===== config.mk =====
export PLATFORM = sky130hd
export DESIGN_NAME = lockstep_step_barrier
export DESIGN_NICKNAME = d
export VERILOG_FILES = /design/src/hdl/lsb_pkg.sv /design/src/hdl/lsb_front.sv /design/src/hdl/lsb_back.sv /design/src/hdl/lockstep_step_barrier.sv
export SDC_FILE = /design/constraint.sdc
export NUM_CORES = 2
export LEC_CHECK = 0
export BUFFER_PORTS_ARGS = -buffer_cell sky130_fd_sc_hd__clkbuf_2
export CORE_ASPECT_RATIO = 0.9
export CORE_UTILIZATION = 50
export CTS_CLUSTER_DIAMETER = 30
export DETAILED_ROUTE_END_ITERATION = 12
export GPL_TIMING_DRIVEN = 0
export HOLD_SLACK_MARGIN = 0.08
export PLACE_DENSITY = 0.74
export SYNTH_ARGS = -nofsm -noshare
export SYNTH_HDL_FRONTEND = slang
export SYNTH_SLANG_ARGS = --single-unit

===== constraint.sdc =====
create_clock -name clk -period 27.3 [get_ports clk]
set_input_delay 5.46 -clock clk [delete_from_list [all_inputs] [get_ports clk]]
set_output_delay 5.46 -clock clk [all_outputs]
set_load 0.05 [all_outputs]

===== src/hdl/lsb_pkg.sv =====
// Shared types, codes and constants of the lockstep step barrier.
// Used by every module of the block; depends on nothing.
package lsb_pkg;

  localparam int STEP_BITS = 32;
  localparam int SEC_BITS = 34;
  localparam logic [30:0] NS_PER_SEC = 31'd1000000000;
  localparam logic [30:0] NS_TWO_SEC = 31'd2000000000;
  localparam logic [30:0] SEC_MAX = 31'h7fffffff;
  localparam logic [29:0] STEP_SIZE_RESET = 30'd1000000;

  typedef enum logic [1:0] {
    CMD_OBS = 2'd0,
    CMD_CTRL = 2'd1,
    CMD_QUEUED = 2'd2,
    CMD_PLANT = 2'd3
  } cmd_t;

  localparam logic [2:0] OC_WRONGGEN = 3'd0;
  localparam logic [2:0] OC_STALE = 3'd1;
  localparam logic [2:0] OC_DUP = 3'd2;
  localparam logic [2:0] OC_ACCEPT = 3'd3;
  localparam logic [2:0] OC_GRANT = 3'd4;
  localparam logic [2:0] OC_COMMIT = 3'd5;
  localparam logic [2:0] OC_ABORT = 3'd6;

  localparam logic [4:0] AR_NONE = 5'd0;
  localparam logic [4:0] AR_OBS_PHASE = 5'd1;
  localparam logic [4:0] AR_OBS_MISMATCH = 5'd2;
  localparam logic [4:0] AR_OBS_ID = 5'd3;
  localparam logic [4:0] AR_CTRL_PLANT = 5'd4;
  localparam logic [4:0] AR_CTRL_PHASE = 5'd5;
  localparam logic [4:0] AR_CTRL_SRC = 5'd6;
  localparam logic [4:0] AR_CTRL_TGT = 5'd7;
  localparam logic [4:0] AR_CTRL_CMD = 5'd8;
  localparam logic [4:0] AR_CTRL_DUP = 5'd9;
  localparam logic [4:0] AR_Q_PLANT = 5'd10;
  localparam logic [4:0] AR_Q_PHASE = 5'd11;
  localparam logic [4:0] AR_Q_REJECT = 5'd12;
  localparam logic [4:0] AR_Q_CMD = 5'd13;
  localparam logic [4:0] AR_Q_TGT = 5'd14;
  localparam logic [4:0] AR_Q_DUP = 5'd15;
  localparam logic [4:0] AR_BARRIER = 5'd16;
  localparam logic [4:0] AR_PREPARE = 5'd17;
  localparam logic [4:0] AR_PREP_STEP = 5'd18;
  localparam logic [4:0] AR_PL_PHASE = 5'd19;
  localparam logic [4:0] AR_PL_FAIL = 5'd20;
  localparam logic [4:0] AR_PL_TARGET = 5'd21;
  localparam logic [4:0] AR_PL_ITER = 5'd22;
  localparam logic [4:0] AR_PL_TIME = 5'd23;
  localparam logic [4:0] AR_PL_APPLIED = 5'd24;
  localparam logic [4:0] AR_PL_APP_TGT = 5'd25;

  localparam logic [2:0] REG_STEP_SIZE = 3'd0;
  localparam logic [2:0] REG_GENERATION = 3'd4;

  typedef struct packed {
    logic [1:0]  command;
    logic [31:0] msg_generation;
    logic [31:0] step;
    logic [31:0] src_step;
    logic [62:0] time_ns;
    logic [31:0] cmd_id;
    logic [63:0] obs_id;
    logic        ok_flag;
    logic [31:0] plant_iter;
    logic [62:0] plant_time_ns;
    logic [31:0] applied_cmd;
  } in_t;

  typedef struct packed {
    logic [2:0]  outcome;
    logic [4:0]  abort_reason;
    logic [31:0] out_step;
    logic [62:0] out_time_ns;
    logic [31:0] out_cmd_id;
    logic [63:0] out_obs_id;
    logic [30:0] clock_sec;
    logic [29:0] clock_nanosec;
  } out_t;

  typedef struct packed {
    logic wrong_gen;
    cmd_t kind;
    in_t  msg;
  } entry_t;

  typedef struct packed {
    logic   valid;
    entry_t entry;
  } head_t;

endpackage


===== src/hdl/lsb_front.sv =====
// Front end: accepts messages, tags generation and kind, and queues them.
// Depends on lsb_pkg.
module lsb_front import lsb_pkg::*; (
  input  logic        clk,
  input  logic        rst,
  input  logic        in_valid,
  output logic        in_stall,
  input  in_t         in_data,
  input  logic [31:0] cur_gen,
  output head_t       head,
  input  logic        pop
);

  entry_t     mem [2];
  logic       wptr;
  logic       rptr;
  logic [1:0] count;
  logic       push;

  assign in_stall = (count == 2'd2);
  assign push = in_valid && !in_stall;

  always_ff @(posedge clk) begin
    if (push) begin
      mem[wptr].wrong_gen <= (in_data.msg_generation != cur_gen);
      mem[wptr].kind <= cmd_t'(in_data.command);
      mem[wptr].msg <= in_data;
    end
  end

  always_ff @(posedge clk) begin
    if (rst) begin
      wptr <= 1'b0;
      rptr <= 1'b0;
      count <= 2'd0;
    end else begin
      if (push) wptr <= !wptr;
      if (pop) rptr <= !rptr;
      count <= count + 2'(push) - 2'(pop);
    end
  end

  assign head.valid = (count != 2'd0);
  assign head.entry = mem[rptr];

endmodule


===== src/hdl/lsb_back.sv =====
// Back end: runs the lockstep machine and barrier on each queued message.
// Holds the result register of the output channel. Depends on lsb_pkg.
module lsb_back import lsb_pkg::*; (
  input  logic        clk,
  input  logic        rst,
  input  head_t       head,
  output logic        pop,
  input  logic [29:0] step_ns,
  output logic        out_valid,
  input  logic        out_stall,
  output out_t        out_data
);

  typedef enum logic [1:0] {
    PH_OBS = 2'd0,
    PH_CTRL = 2'd1,
    PH_PLANT = 2'd2,
    PH_ABORT = 2'd3
  } phase_t;

  phase_t                 phase, phase_next;
  logic [STEP_BITS-1:0]   commit_step, commit_step_next;
  logic [62:0]            committed_time, committed_time_next;
  logic [SEC_BITS-1:0]    committed_sec, committed_sec_next;
  logic [29:0]            committed_nsec, committed_nsec_next;
  logic [STEP_BITS-1:0]   pend_step, pend_step_next;
  logic [62:0]            pending_time, pending_time_next;
  logic [SEC_BITS-1:0]    pending_sec, pending_sec_next;
  logic [29:0]            pending_nsec, pending_nsec_next;
  logic                   ctrl_valid, ctrl_valid_next;
  logic [31:0]            ctrl_src, ctrl_src_next;
  logic [31:0]            ctrl_tgt, ctrl_tgt_next;
  logic [31:0]            ctrl_cmd, ctrl_cmd_next;
  logic                   q_valid, q_valid_next;
  logic [31:0]            q_tgt, q_tgt_next;
  logic [31:0]            q_cmd, q_cmd_next;
  logic                   q_ok, q_ok_next;
  logic [31:0]            exp_tgt, exp_tgt_next;
  logic [31:0]            exp_cmd, exp_cmd_next;
  logic                   exp_obs_valid, exp_obs_valid_next;
  logic [63:0]            exp_obs_id, exp_obs_id_next;
  out_t                   res;

  in_t                    m;
  logic [STEP_BITS-1:0]   step_inc;
  logic                   step_max;
  logic                   is_next;
  logic                   stale;
  logic [63:0]            tsum;
  logic [30:0]            nsum;
  logic [29:0]            nsec_prep;
  logic [SEC_BITS-1:0]    sec_prep;
  logic                   do_barrier;
  logic [31:0]            b_ctgt, b_ccmd, b_qtgt, b_qcmd;

  assign pop = head.valid && (!out_valid || !out_stall);
  assign m = head.entry.msg;
  assign step_inc = commit_step + STEP_BITS'(1);
  assign step_max = (commit_step == {STEP_BITS{1'b1}});
  assign is_next = !step_max && (STEP_BITS'(m.step) == step_inc);
  assign stale = (STEP_BITS'(m.step) <= commit_step);
  assign tsum = {1'b0, committed_time} + {34'd0, step_ns};
  assign nsum = {1'b0, committed_nsec} + {1'b0, step_ns};

  always_comb begin
    priority if (nsum >= NS_TWO_SEC) begin
      nsec_prep = 30'(nsum - NS_TWO_SEC);
      sec_prep = committed_sec + SEC_BITS'(2);
    end else if (nsum >= NS_PER_SEC) begin
      nsec_prep = 30'(nsum - NS_PER_SEC);
      sec_prep = committed_sec + SEC_BITS'(1);
    end else begin
      nsec_prep = nsum[29:0];
      sec_prep = committed_sec;
    end
  end

  always_comb begin
    phase_next = phase;
    commit_step_next = commit_step;
    committed_time_next = committed_time;
    committed_sec_next = committed_sec;
    committed_nsec_next = committed_nsec;
    pend_step_next = pend_step;
    pending_time_next = pending_time;
    pending_sec_next = pending_sec;
    pending_nsec_next = pending_nsec;
    ctrl_valid_next = ctrl_valid;
    ctrl_src_next = ctrl_src;
    ctrl_tgt_next = ctrl_tgt;
    ctrl_cmd_next = ctrl_cmd;
    q_valid_next = q_valid;
    q_tgt_next = q_tgt;
    q_cmd_next = q_cmd;
    q_ok_next = q_ok;
    exp_tgt_next = exp_tgt;
    exp_cmd_next = exp_cmd;
    exp_obs_valid_next = exp_obs_valid;
    exp_obs_id_next = exp_obs_id;
    res = '0;
    do_barrier = 1'b0;
    b_ctgt = ctrl_tgt;
    b_ccmd = ctrl_cmd;
    b_qtgt = q_tgt;
    b_qcmd = q_cmd;

    if (head.entry.wrong_gen) begin
      res.outcome = OC_WRONGGEN;
    end else begin
      unique case (head.entry.kind)
        CMD_OBS: begin
          priority if (phase != PH_OBS) begin
            res.abort_reason = AR_OBS_PHASE;
          end else if (STEP_BITS'(m.step) != commit_step || m.time_ns != committed_time)
              begin
            res.abort_reason = AR_OBS_MISMATCH;
          end else if (exp_obs_valid && m.obs_id != exp_obs_id) begin
            res.abort_reason = AR_OBS_ID;
          end else begin
            exp_obs_valid_next = 1'b0;
            ctrl_valid_next = 1'b0;
            q_valid_next = 1'b0;
            phase_next = PH_CTRL;
            res.outcome = OC_ACCEPT;
          end
        end
        CMD_CTRL: begin
          priority if (stale) begin
            res.outcome = OC_STALE;
          end else if (phase == PH_PLANT) begin
            if (m.step == exp_tgt && m.cmd_id == exp_cmd) res.outcome = OC_DUP;
            else res.abort_reason = AR_CTRL_PLANT;
          end else if (phase != PH_CTRL) begin
            res.abort_reason = AR_CTRL_PHASE;
          end else if (STEP_BITS'(m.src_step) != commit_step) begin
            res.abort_reason = AR_CTRL_SRC;
          end else if (!is_next) begin
            res.abort_reason = AR_CTRL_TGT;
          end else if (m.cmd_id != m.step) begin
            res.abort_reason = AR_CTRL_CMD;
          end else if (ctrl_valid) begin
            if (ctrl_src == m.src_step && ctrl_tgt == m.step && ctrl_cmd == m.cmd_id)
              res.outcome = OC_DUP;
            else res.abort_reason = AR_CTRL_DUP;
          end else begin
            ctrl_valid_next = 1'b1;
            ctrl_src_next = m.src_step;
            ctrl_tgt_next = m.step;
            ctrl_cmd_next = m.cmd_id;
            b_ctgt = m.step;
            b_ccmd = m.cmd_id;
            if (q_valid) do_barrier = 1'b1;
            else res.outcome = OC_ACCEPT;
          end
        end
        CMD_QUEUED: begin
          priority if (stale) begin
            res.outcome = OC_STALE;
          end else if (phase == PH_PLANT) begin
            if (m.ok_flag && m.step == exp_tgt && m.cmd_id == exp_cmd)
              res.outcome = OC_DUP;
            else res.abort_reason = AR_Q_PLANT;
          end else if (phase != PH_CTRL) begin
            res.abort_reason = AR_Q_PHASE;
          end else if (!m.ok_flag) begin
            res.abort_reason = AR_Q_REJECT;
          end else if (m.cmd_id != m.step) begin
            res.abort_reason = AR_Q_CMD;
          end else if (!is_next) begin
            res.abort_reason = AR_Q_TGT;
          end else if (q_valid) begin
            if (q_tgt == m.step && q_cmd == m.cmd_id && q_ok == m.ok_flag)
              res.outcome = OC_DUP;
            else res.abort_reason = AR_Q_DUP;
          end else begin
            q_valid_next = 1'b1;
            q_tgt_next = m.step;
            q_cmd_next = m.cmd_id;
            q_ok_next = m.ok_flag;
            b_qtgt = m.step;
            b_qcmd = m.cmd_id;
            if (ctrl_valid) do_barrier = 1'b1;
            else res.outcome = OC_ACCEPT;
          end
        end
        CMD_PLANT: begin
          priority if (phase != PH_PLANT) begin
            res.abort_reason = AR_PL_PHASE;
          end else if (!m.ok_flag) begin
            res.abort_reason = AR_PL_FAIL;
          end else if (STEP_BITS'(m.step) != pend_step || m.time_ns != pending_time) begin
            res.abort_reason = AR_PL_TARGET;
          end else if (STEP_BITS'(m.plant_iter) != pend_step) begin
            res.abort_reason = AR_PL_ITER;
          end else if (m.plant_time_ns != pending_time) begin
            res.abort_reason = AR_PL_TIME;
          end else if (m.applied_cmd != exp_cmd) begin
            res.abort_reason = AR_PL_APPLIED;
          end else if (m.applied_cmd != m.step) begin
            res.abort_reason = AR_PL_APP_TGT;
          end else begin
            commit_step_next = pend_step;
            committed_time_next = pending_time;
            committed_sec_next = pending_sec;
            committed_nsec_next = pending_nsec;
            exp_obs_valid_next = 1'b1;
            exp_obs_id_next = m.obs_id;
            phase_next = PH_OBS;
            res.outcome = OC_COMMIT;
            res.out_step = 32'(pend_step);
            res.out_time_ns = pending_time;
            res.out_cmd_id = m.applied_cmd;
            res.out_obs_id = m.obs_id;
            res.clock_sec = (pending_sec > SEC_BITS'(SEC_MAX)) ? SEC_MAX
                                                                : 31'(pending_sec);
            res.clock_nanosec = pending_nsec;
          end
        end
        default: res.outcome = OC_WRONGGEN;
      endcase
    end

    if (do_barrier) begin
      priority if (b_ctgt != b_qtgt || b_ccmd != b_qcmd) begin
        res.abort_reason = AR_BARRIER;
      end else begin
        exp_tgt_next = b_ctgt;
        exp_cmd_next = b_ccmd;
        priority if (tsum[63] || step_max) begin
          res.abort_reason = AR_PREPARE;
        end else begin
          pend_step_next = step_inc;
          pending_time_next = tsum[62:0];
          pending_sec_next = sec_prep;
          pending_nsec_next = nsec_prep;
          if (32'(step_inc) != b_ctgt) begin
            res.abort_reason = AR_PREP_STEP;
          end else begin
            ctrl_valid_next = 1'b0;
            q_valid_next = 1'b0;
            phase_next = PH_PLANT;
            res.outcome = OC_GRANT;
            res.out_step = 32'(step_inc);
            res.out_time_ns = tsum[62:0];
            res.out_cmd_id = 32'(step_inc);
          end
        end
      end
    end

    if (res.abort_reason != AR_NONE) begin
      res.outcome = OC_ABORT;
      phase_next = PH_ABORT;
    end
  end

  always_ff @(posedge clk) begin
    if (rst) begin
      phase <= PH_OBS;
      commit_step <= '0;
      committed_time <= '0;
      committed_sec <= '0;
      committed_nsec <= '0;
      pend_step <= '0;
      pending_time <= '0;
      pending_sec <= '0;
      pending_nsec <= '0;
      ctrl_valid <= 1'b0;
      q_valid <= 1'b0;
      exp_tgt <= '0;
      exp_cmd <= '0;
      exp_obs_valid <= 1'b0;
      out_valid <= 1'b0;
    end else begin
      if (pop) begin
        phase <= phase_next;
        commit_step <= commit_step_next;
        committed_time <= committed_time_next;
        committed_sec <= committed_sec_next;
        committed_nsec <= committed_nsec_next;
        pend_step <= pend_step_next;
        pending_time <= pending_time_next;
        pending_sec <= pending_sec_next;
        pending_nsec <= pending_nsec_next;
        ctrl_valid <= ctrl_valid_next;
        q_valid <= q_valid_next;
        exp_tgt <= exp_tgt_next;
        exp_cmd <= exp_cmd_next;
        exp_obs_valid <= exp_obs_valid_next;
        out_valid <= 1'b1;
      end else if (!out_stall) begin
        out_valid <= 1'b0;
      end
    end
  end

  always_ff @(posedge clk) begin
    if (pop) begin
      ctrl_src <= ctrl_src_next;
      ctrl_tgt <= ctrl_tgt_next;
      ctrl_cmd <= ctrl_cmd_next;
      q_tgt <= q_tgt_next;
      q_cmd <= q_cmd_next;
      q_ok <= q_ok_next;
      exp_obs_id <= exp_obs_id_next;
      out_data <= res;
    end
  end

  a_abort_sticky: assert property (@(posedge clk) disable iff (rst)
    phase == PH_ABORT |=> phase == PH_ABORT)
    else $error("aborted phase left");

  a_grant_plant: assert property (@(posedge clk) disable iff (rst)
    pop && res.outcome == OC_GRANT |=> phase == PH_PLANT && !ctrl_valid && !q_valid)
    else $error("grant did not enter plant phase");

  a_commit_obs: assert property (@(posedge clk) disable iff (rst)
    pop && res.outcome == OC_COMMIT |=> phase == PH_OBS && exp_obs_valid)
    else $error("commit did not arm observation");

  a_nsec_range: assert property (@(posedge clk) disable iff (rst)
    committed_nsec < 30'(NS_PER_SEC) && pending_nsec < 30'(NS_PER_SEC))
    else $error("nanosecond split out of range");

endmodule


===== src/hdl/lockstep_step_barrier.sv =====
// Top level of the lockstep step barrier: register port, front end, back end.
// Depends on lsb_pkg, lsb_front and lsb_back.
//
//  channel  handshake            payload
//  in       in_valid / in_stall  in_data  (in_t)
//  out      out_valid/ out_stall out_data (out_t)
//  cfg      psel/penable/pready  paddr, pwdata, prdata
//
// One message per cycle while out_stall is low; out_data is registered.
// The seconds/nanoseconds split is kept incrementally, one add and two compares.
// Reset is synchronous; state is ready the cycle after rst falls.
// A held out_stall fills the two-entry queue, then in_stall rises.
module lockstep_step_barrier import lsb_pkg::*; (
  input  logic        clk,
  input  logic        rst,
  input  logic        in_valid,
  output logic        in_stall,
  input  in_t         in_data,
  output logic        out_valid,
  input  logic        out_stall,
  output out_t        out_data,
  input  logic        psel,
  input  logic        penable,
  input  logic        pwrite,
  input  logic [2:0]  paddr,
  input  logic [31:0] pwdata,
  output logic [31:0] prdata,
  output logic        pready
);

  logic [29:0] step_ns;
  logic [31:0] cur_gen;
  head_t       head;
  logic        pop;

  assign pready = 1'b1;

  always_ff @(posedge clk) begin
    if (rst) begin
      step_ns <= STEP_SIZE_RESET;
      cur_gen <= '0;
    end else if (psel && penable && pwrite) begin
      if (paddr[2]) cur_gen <= pwdata;
      else step_ns <= pwdata[29:0];
    end
  end

  always_comb begin
    if (paddr == REG_STEP_SIZE) prdata = {2'd0, step_ns};
    else if (paddr == REG_GENERATION) prdata = cur_gen;
    else prdata = '0;
  end

  lsb_front u_front (
    .clk(clk),
    .rst(rst),
    .in_valid(in_valid),
    .in_stall(in_stall),
    .in_data(in_data),
    .cur_gen(cur_gen),
    .head(head),
    .pop(pop)
  );

  lsb_back u_back (
    .clk(clk),
    .rst(rst),
    .head(head),
    .pop(pop),
    .step_ns(step_ns),
    .out_valid(out_valid),
    .out_stall(out_stall),
    .out_data(out_data)
  );

endmodule


==> impl_metrics.csv <==
group,metric,value,unit
worst_setup_path,cp-end-kind,"register",
detailed_routing,wirelength,362100,um
floorplanning,die_w,420.2,um
synthesis,synth-seq-cells,1647,
worst_setup_path,cp_max_fo,10,
job,drv_cap,14,
worst_setup_path,startpoint_type,"register",
timing,final_max_slew_viol_count,72,
grt,grt_use_total,0.4445,
cells_and_area,final_cell_mix,"edfxtp_1, nand2_1, clkbuf_2",
clocking,ctsResizeCount,0,
worst_setup_path,slowest_delay,0.98,ns
floorplanning,num_io_pins,722,
clocking,clockBufferDepth,4,
place,io_buffers,719,
floorplanning,die_area,159000,um^2
power_and_ir_drop,p_per_area,107.9,nW/um^2
synthesis,postSynthCellCount,7061,
worst_setup_path,cp_common_cell,"buf_2",
timing,finalCritPeriodShare,0.5435,
synthesis,synth_fp_nets,7596,
clocking,clock-sinks,1647,
synthesis,synth_edf_count,1192,
clocking,numCtsBuffers,341,
grt,grt-ovfl-total,0,
synthesis,yosysTopAreaCell,"edfxtp_1",
synthesis,synthTopCellsByArea,"edfxtp_1, dfxtp_1, xnor2_1, mux2i_1, nand2_1",
timing,setup_viol,0,
worst_setup_path,crit_required,27.95,ns
grt,antenna_found_initial,50,
timing,tightest_slew,1.670,ns
timing,slew_headroom,-0.1236,
detailed_routing,drt_iter0_markers,10150,
timing,hold_viol_final,0,
worst_setup_path,worstRegToRegCells,31,
detailed_routing,ant_nets,0,
place,place_ws,13.24,ns
clocking,cts_tree,"done",
worst_setup_path,cp.arrival,15.49,ns
timing,setup_slack,12.46,ns
clocking,clk_latency,0.97,ns
hold_path,hold_path_class,"register to register",
clocking,clk_pin_slew,0.05,ns
clocking,postCtsSetupRepairBufs,0,
timing,rsz0062_at_grt,"false",
synthesis,yosysSeqAreaShare,0.5706,
place,place_congestion,1.069,
cells_and_area,drive_above_1_share,0.1774,
power_and_ir_drop,p_leak,34.80,nW
floorplanning,core_area,155600,um^2
timing,layout_min_cycle_time,14.84,ns
hold_path,hold_depth,2,
cells_and_area,fin_nets,8710,
cells_and_area,mostFrequentLayoutCell,"edfxtp_1",
place,hpwl,277600,um
grt,grt_max_degree,112,
cells_and_area,area_growth,24.08,%
synthesis,syn-cell-area,78700,um^2
hold_path,min-delay-start,"u_back.pending_sec[6]",
synthesis,ys_async_sr_fraction,0,
clocking,cts-root-buf,"clkbuf_16",
synthesis,avgSynthCellArea,11.15,um^2
grt,grt_pass1_vias,62650,
floorplanning,initial_core_util,0.5056,
worst_setup_path,crit_type,"register to register",
outcome,outcome,"complete, but fails checks",
power_and_ir_drop,power,10.53,mW
detailed_routing,via_per_inst,6.348,
grt,grt_pass1_wl,488000,um
detailed_routing,wl_per_cell,34.30,um
clocking,ctsHoldBuffers,0,
worst_setup_path,crit_slowest_cell,"nor4_1",
synthesis,synth_cell_type_count,91,
detailed_routing,firstDrtPassIters,8,
detailed_routing,vias,67030,
synthesis,yosysWarnings,0,
power_and_ir_drop,peakVddDrop,0.00008975,V
synthesis,synth_ff_type,"edfxtp_1",
synthesis,yosys.area.top_type_share,0.4548,
detailed_routing,drcViolationCount,0,
floorplanning,die_y,378.4,um
timing,fin_skew,0.1186,ns
timing,max_freq,67.39,MHz
floorplanning,num_rows,137,
outcome,violations,"capacitance limit, slew limit",
cells_and_area,final_util,0.6274,
clocking,htree_levels,5,
timing,tns,0,ns
[layer usage]
layer  global-route usage  vias to the layer above  share of wire
met3               0.1414                      948           0.13
met4               0.2351                       16          0.061
met5                    0                        -        0.00030
li1                     -                    28010              -
met2               0.6304                     4992           0.42
met1               0.6042                    33070           0.39
[power by group]
| group | leakage [nW] | internal (mW) | switching (mW) | total (mW) |
|---|---|---|---|---|
| Clock | 5.60 | 2.79 | 1.40 | 4.19 |
| Sequential | 14.4 | 3.14 | 0.145 | 3.29 |
| Combinational | 14.8 | 0.756 | 2.30 | 3.05 |
| Total | 34.8 | 6.69 | 3.84 | 10.5 |
[area by class of cell]
| type | instances | area, um^2 |
|---|---|---|
| Fill cell | 12130 | 58000 |
| Sequential cell | 1647 | 44900 |
| Multi-Input combinational cell | 4806 | 31480 |
| Clock buffer | 401 | 9079 |
| Timing Repair Buffer | 771 | 4513 |
| Tap cell | 2085 | 2609 |
| Clock inverter | 204 | 2462 |
| Buffer | 389 | 1679 |
| Inverter | 219 | 829.5 |
| Antenna cell | 37 | 92.59 |
[cell usage after synthesis (all sizes together), types with 11 or more instances]
library cell  count
a211oi          120
a21o             55
a21oi           464
a221o            47
a221oi           12
a22o             46
a31oi            18
a32oi            14
and2             17
and3             71
and4             20
buf             129
clkbuf          260
dfxtp           455
edfxtp         1192
ha              106
inv             214
mux2i           368
nand2           928
nand2b           17
nand3            96
nand4           145
nor2            412
nor2b            14
nor3             55
nor4            167
o2111ai          13
o211ai           19
o21a             20
o21ai           320
o21bai           11
o221ai           41
o22ai            41
or3              44
or4              16
xnor2           702
xor2            255
[sequential cells by signal, indices dropped and copies added (netlist names), 34 cells and up, named ones only]
| register | flops |
|---|---|
| u_back.committed_sec | 34 |
| u_back.committed_time | 63 |
| u_back.exp_obs_id | 64 |
| u_back.out_data | 260 |
| u_back.pending_sec | 34 |
| u_back.pending_time | 63 |
| u_front.mem | 708 |
[kinds of logic (layout without fill, tap and decap cells)]
| group | Yosys count | after routing | share of synthesized area |
|---|---|---|---|
| buffers and inverters | 608 | 1984 | 0.03164 |
| DFF | 1647 | 1647 | 0.5706 |
| adders and majority gates | 108 | 108 | 0.01736 |
| and+or+nand+nor | 2046 | 2046 | 0.1202 |
| other | 1 | 38 | 0.00004765 |
| muxes | 371 | 371 | 0.04765 |
| AOI/OAI and AO/OA | 1318 | 1318 | 0.1046 |
| xor gates and xnor gates | 962 | 962 | 0.1079 |
[worst max-delay path, delay by kind of cell, from the launching register on]
| kind | cells | cell delay [ns] |
|---|---|---|
| buffers and inverters | 19 | 7.58 |
| adder cells (fa/ha/maj) | 1 | 0.41 |
| flip-flops | 1 | 0.32 |
| AO/OA/AOI/OAI | 3 | 1.55 |
| multiplexers | 1 | 0.36 |
| AND/OR/NAND/NOR | 7 | 4.17 |
[path summary, 6_finish.rpt]
kind	slack, ns	endpoint
worst max-delay path	12.46	u_back.out_data[164]
worst min-delay path	0.46	u_back.committed_sec[6]
worst max register to register	12.46	u_back.out_data[164]
worst min register to register	0.46	u_back.committed_sec[6]
[metrics by stage]
| step | cells | instance area, um^2 | hold slack (ns) |
|---|---|---|---|
| after global placement | 9865 | 84910 | 0.4477 |
| after floorplan | 7061 | 78700 | 0.4399 |
| after detailed placement | 9913 | 85970 | 0.4529 |
| after CTS | 10520 | 97510 | 0.4487 |
| after global routing | 10540 | 97600 | 0.4673 |
| final | 10560 | 97650 | 0.4578 |
No activity file was read; power rests on OpenSTA's default activity.
